[config.mk]
export PLATFORM = sky130hd
export DESIGN_NAME = radix_digit_converter
export DESIGN_NICKNAME = d
export VERILOG_FILES = /design/src/hw/rtl/rdc_pkg.sv /design/src/hw/rtl/radix_digit_converter.sv
export SDC_FILE = /design/constraint.sdc
export NUM_CORES = 1
export LEC_CHECK = 0
export ABC_AREA = 0
export BUFFER_PORTS_ARGS = -buffer_cell sky130_fd_sc_hd__buf_2
export CORE_MARGIN = 2
export CORE_UTILIZATION = 45
export DETAILED_ROUTE_END_ITERATION = 8
export PLACE_DENSITY_LB_ADDON = 0.12
export SYNTH_ARGS = -nofsm -noshare
export SYNTH_HDL_FRONTEND = slang
export SYNTH_SLANG_ARGS = --single-unit
[constraint.sdc]
create_clock -name clk -period 16.9 [get_ports clk]
set_input_delay 0 -clock clk [delete_from_list [all_inputs] [get_ports clk]]
set_output_delay 0 -clock clk [all_outputs]
set_load 0.01 [all_outputs]
[src/hw/rtl/rdc_pkg.sv]
// shared types, constants and the digit glyph function for the radix digit converter
package rdc_pkg;

  localparam int unsigned RADIX_W   = 6;
  localparam int unsigned CHAR_W    = 7;
  localparam int unsigned STEP_BITS = 8;

  localparam logic [RADIX_W-1:0] RADIX_MIN   = 6'd2;
  localparam logic [RADIX_W-1:0] RADIX_MAX   = 6'd36;
  localparam logic [RADIX_W-1:0] RADIX_RESET = 6'd10;

  localparam logic [CHAR_W-1:0] CHAR_ZERO   = 7'd48;  // '0'
  localparam logic [CHAR_W-1:0] CHAR_LETTER = 7'd55;  // 'A' - 10

  typedef enum logic {
    ST_IDLE,
    ST_DIV
  } state_t;

  // glyph for one digit value: 0-9 then A-Z
  function automatic logic [CHAR_W-1:0] digit_glyph(input logic [RADIX_W-1:0] dv);
    logic [CHAR_W-1:0] c;
    if (dv < 6'd10) begin
      c = CHAR_ZERO + {1'b0, dv};
    end else begin
      c = CHAR_LETTER + {1'b0, dv};
    end
    return c;
  endfunction

endpackage

[src/hw/rtl/radix_digit_converter.sv]
// top level: converts an unsigned value into base-radix ascii digits, least significant first
//
// A request is taken when start is high and busy is low; the low VALUE_BITS bits of in_value are
// converted with the radix held in the configuration register (2 to 36, reset 10; cfg_wr_data
// outside that range is clamped to the nearest end). Digits come out least significant first,
// each on the out_ ports for exactly one cycle with out_valid high; the receiver cannot stall, so
// every strobe must be taken. out_last_digit marks the most significant digit, and a zero value
// gives the single digit '0'. Each digit is produced by one shared restoring divider that handles
// 8 dividend bits per cycle, passing over the whole zero-padded dividend for each digit; a request
// repeats this once per digit. busy drops in the cycle the last digit is shown, and a new request
// may be taken in that same cycle. Write the radix only while idle.
module radix_digit_converter
  import rdc_pkg::*;
#(
  parameter int unsigned VALUE_BITS = 32
) (
  input  logic                  clk,
  input  logic                  rst_n,
  input  logic                  start,
  output logic                  busy,
  input  logic [VALUE_BITS-1:0] in_value,
  output logic                  out_valid,
  output logic [CHAR_W-1:0]     out_digit_char,
  output logic [RADIX_W-1:0]    out_digit_value,
  output logic                  out_last_digit,
  input  logic                  cfg_wr_en,
  input  logic [RADIX_W-1:0]    cfg_wr_data
);

  localparam int unsigned STEPS = (VALUE_BITS + STEP_BITS - 1) / STEP_BITS;
  localparam int unsigned WORK_W = STEPS * STEP_BITS;
  localparam int unsigned CNT_W = (STEPS > 1) ? $clog2(STEPS) : 1;
  localparam logic [CNT_W-1:0] CNT_LAST = CNT_W'(STEPS - 1);

  state_t              state_r, state_nxt;
  logic [WORK_W-1:0]   work_r, work_nxt;
  logic [RADIX_W-1:0]  rem_r, rem_nxt;
  logic [CNT_W-1:0]    cnt_r, cnt_nxt;
  logic [RADIX_W-1:0]  radix_r, radix_nxt;
  logic                out_valid_r, out_valid_nxt;
  logic [CHAR_W-1:0]   out_char_r, out_char_nxt;
  logic [RADIX_W-1:0]  out_dv_r, out_dv_nxt;
  logic                out_last_r, out_last_nxt;

  // shared divide step: eight restoring compare-subtract steps on the running remainder
  logic [RADIX_W-1:0]        step_rem;
  logic [STEP_BITS-1:0]      step_q;
  logic [WORK_W+STEP_BITS-1:0] step_cat;
  logic [WORK_W-1:0]         step_work;

  always_comb begin
    logic [RADIX_W:0] trial;
    logic [RADIX_W-1:0] r;
    r = rem_r;
    step_q = '0;
    for (int i = 0; i < STEP_BITS; i++) begin
      trial = {r, work_r[WORK_W-1-i]};
      if (trial >= {1'b0, radix_r}) begin
        trial = trial - {1'b0, radix_r};
        step_q[STEP_BITS-1-i] = 1'b1;
      end
      r = trial[RADIX_W-1:0];
    end
    step_rem  = r;
    step_cat  = {work_r, step_q};
    step_work = step_cat[WORK_W-1:0];
  end

  always_comb begin
    state_nxt     = state_r;
    work_nxt      = work_r;
    rem_nxt       = rem_r;
    cnt_nxt       = cnt_r;
    radix_nxt     = radix_r;
    out_valid_nxt = 1'b0;
    out_char_nxt  = out_char_r;
    out_dv_nxt    = out_dv_r;
    out_last_nxt  = out_last_r;

    if (cfg_wr_en) begin
      if (cfg_wr_data < RADIX_MIN) begin
        radix_nxt = RADIX_MIN;
      end else if (cfg_wr_data > RADIX_MAX) begin
        radix_nxt = RADIX_MAX;
      end else begin
        radix_nxt = cfg_wr_data;
      end
    end

    case (state_r)
      ST_IDLE: begin
        if (start) begin
          work_nxt  = WORK_W'(in_value);
          rem_nxt   = '0;
          cnt_nxt   = '0;
          state_nxt = ST_DIV;
        end
      end
      ST_DIV: begin
        work_nxt = step_work;
        rem_nxt  = step_rem;
        cnt_nxt  = cnt_r + 1'b1;
        if (cnt_r == CNT_LAST) begin
          // quotient complete: show the remainder as this digit
          out_valid_nxt = 1'b1;
          out_dv_nxt    = step_rem;
          out_char_nxt  = digit_glyph(step_rem);
          out_last_nxt  = (step_work == '0);
          rem_nxt       = '0;
          cnt_nxt       = '0;
          if (step_work == '0) begin
            state_nxt = ST_IDLE;
          end
        end
      end
      default: begin
        state_nxt = ST_IDLE;
      end
    endcase
  end

  always_ff @(posedge clk) begin
    if (!rst_n) begin
      state_r     <= ST_IDLE;
      radix_r     <= RADIX_RESET;
      out_valid_r <= 1'b0;
      cnt_r       <= '0;
      rem_r       <= '0;
    end else begin
      state_r     <= state_nxt;
      radix_r     <= radix_nxt;
      out_valid_r <= out_valid_nxt;
      cnt_r       <= cnt_nxt;
      rem_r       <= rem_nxt;
    end
  end

  always_ff @(posedge clk) begin
    work_r     <= work_nxt;
    out_char_r <= out_char_nxt;
    out_dv_r   <= out_dv_nxt;
    out_last_r <= out_last_nxt;
  end

  assign busy            = (state_r != ST_IDLE);
  assign out_valid       = out_valid_r;
  assign out_digit_char  = out_char_r;
  assign out_digit_value = out_dv_r;
  assign out_last_digit  = out_last_r;

endmodule

==> results_dict.tcl <==
set metrics [dict create \
    period_share 0.964 \
    dieWidth_um 115 \
    worstSkewPairLatency_ns 0.33 \
    final_core_util 0.617 \
    antenna_found_initial 0 \
    syn2layout_area_growth_pct 33.2 \
    ant_nets 0 \
    synth_compound_area_frac 0.193 \
    netlist_instances 576 \
    htreeDepth 3 \
    critPathLaunch "radix_r[4]" \
    dr.pass1.iters 4 \
    timing.hold.ws_ns 0.0105 \
    cts_tree "built" \
    drc 0 \
    slew_viol_final 0 \
    synth-simple-area-share 0.150 \
    cts.path.max_buffers 2 \
    numCtsBuffers 9 \
    finalCriticalPeriod_ns 16.29 \
    fin_worst_skew_ns 0.00391 \
    clock-sinks 62 \
    routedLengthMet1_mm 7.04 \
    grt_pass1_vias 4767 \
    max_slew.worst_pin.slew_ns 0.939 \
    ys_ff_latch 62 \
    yosysTopAreaCell "edfxtp_1" \
    routed_wl_mm 15.9 \
    r2r-end "out_digit_char[4]" \
    synthesis.area_um2 5590 \
    synth_top_cells_by_area "edfxtp_1, ha_1, mux2_2" \
    rr_worst_depth 78 \
    synth_area_per_cell_um2 9.70 \
    grt_max_degree 47 \
    crit_arrival_ns 16.37 \
    die_y_um 115 \
    wl_per_cell_um 17.7 \
    crit_path_max_incr_delay_ns 0.42 \
    cpMostUsedCell "ha_1" \
    end_kind "flop" \
    clkTransAtPathRegs_ns 0.05 \
    clk_root_buffer_cell "clkbuf_16" \
    synth_edf_count 46 \
    yosysWarningCount 0 \
    synth_fa_ha_area_frac 0.145 \
    port_buffers 57 \
    path_max_fanout 7 \
    grt_pass1_wl_mm 24.2 \
    synth.area.mux_share 0.122 \
    hold_class "in2reg" \
    wl_met2_mm 7.91 \
    drt-initial-drc-count 397 \
    final_cells 900 \
    synth-xor-area-share 0.0392 \
    hold_viol_final 0 \
    syn_nets 678 \
    dieArea_um2 13300 \
    maxCapViolCount 0 \
    routed-via-count 4975 \
    met3_length_um 684 \
    postSynth.topFlopCell "edfxtp_1" \
    vias_per_cell 5.53 \
    cp_slowest_cell "a2111o_1" \
    r2r_setup_slack_ns 0.61 \
    core_um2 12100 \
    min_to "radix_r[1]" \
    nets 829 \
    synth_most_common_cell "ha_1" \
    row_count 40 \
    highest_layer "met4" \
    layout-drive-gt1-share 0.325 \
    slew-limit-headroom 0.374 \
    dp_slack_ns -0.526 \
    hpwl_mm 11.5 \
    dp.cells 822 \
    yosys.area.top_type_share 0.247 \
    worst-setup-path-type "reg2reg" \
    cp.required_ns 16.97 \
    outcome "finished clean" \
    yosys-top-cells-count "ha_1, inv_1, edfxtp_1" \
    setup_viol 0 \
    synth_top_family_by_area "compound AO/OA/AOI/OAI gates" \
    r2r_start "radix_r[4]" \
    critPathLaunchType "flop" \
    ios 58 \
    synth_async_sr_flop_share 0 \
    num-fill-cells 1043 \
    antenna_cells 0 \
    yosysUniqueCellTypes 75 \
    setup_slack_ns 0.605 \
    gp_congestion 0.917 \
    grt_usage 0.237 \
    hold_depth 3 \
    overflow 0 \
    initial_core_util 0.463 \
    min_from "cfg_wr_data[1]" \
    ys_seq_area_frac 0.305 \
    max_freq_mhz 61.4 \
]
[worst max-delay path: cells and delay by family, from the launching register on]
family	cells	cell delay, ns
AOI/OAI and AO/OA	40	8.10
adders and majority gates	9	2.43
and+or+nand+nor	13	2.17
muxes	7	2.04
buffers and inverters	8	0.85
DFF	1	0.30
xor gates and xnor gates	1	0.15
[logic make-up (layout without fill, tap and decap cells)]
group,after synthesis,in the layout
AO/OA/AOI/OAI,148,148
XOR/XNOR,25,25
adder cells (fa/ha/maj),60,60
buffers and inverters,64,220
flip-flops,62,62
multiplexers,60,60
AND/OR/NAND/NOR,157,157
[metrics by stage]
step | cell area (µm²) | TNS, ns
floorplan | 5620 | 0
global placement | 6300 | -0.00537
detailed placement | 6300 | -3.25
CTS | 7070 | 0
global route | 7440 | -1.31
finish | 7440 | 0
[how the worst max path moves through the flow]
stage,depth (start not counted),to
after floorplan,81,out_digit_char[4]
after global placement,77,out_digit_char[3]
after detailed placement,77,out_digit_char[4]
after CTS,77,out_digit_char[4]
after global routing,80,out_digit_char[2]
final,78,out_digit_char[4]
[layout by cell type, fill, tap and decap left out, types with 10 or more instances in the layout]
| cell | instances |
|---|---|
| xnor2_1 | 11 |
| nor2_1 | 41 |
| ha_1 | 46 |
| buf_4 | 62 |
| xor2_1 | 13 |
| buf_2 | 57 |
| edfxtp_1 | 46 |
| dfxtp_1 | 14 |
| o21ai_0 | 16 |
| mux2_2 | 38 |
| dlygate4sd3_1 | 33 |
| nor2b_1 | 22 |
| nand3_1 | 10 |
| nand2_1 | 27 |
| a21o_1 | 13 |
| inv_1 | 49 |
| a21oi_1 | 22 |
| nand2b_1 | 12 |
[routing by layer]
| metal | global-route usage | up-vias |
|---|---|---|
| li1 | - | 2460 |
| met1 | 0.313 | 2379 |
| met2 | 0.398 | 120 |
| met3 | 0.0397 | 16 |
| met4 | 0.0731 | 0 |
| met5 | 0 | - |
[registers in the layout (all words and copies together), names as in the netlist, 2 cells and up]
name             flops
rem_r                6
out_digit_char       7
work_r              32
cnt_r                2
out_digit_value      6
radix_r              6
[timing repair]
action	in CTS	in global routing
gates resized for setup	9	46
endpoints found under the setup margin	8	22
pin swaps	7	22
setup buffers	9	20
endpoints found under the hold margin	32	0
hold buffers	33	0
[final cells by class]
class / count / area (µm²) / share of cell area
Multi-Input combinational cell: 450 / 3900 / 0.524
Sequential cell: 62 / 1700 / 0.229
Timing Repair Buffer: 153 / 1090 / 0.147
Clock buffer: 10 / 229 / 0.0308
Tap cell: 168 / 210 / 0.0282
Inverter: 51 / 198 / 0.0266
Clock inverter: 6 / 110 / 0.0148
Power is not shown: default switching activity piles up to over one toggle a cycle in this logic, so the estimate is an artifact.
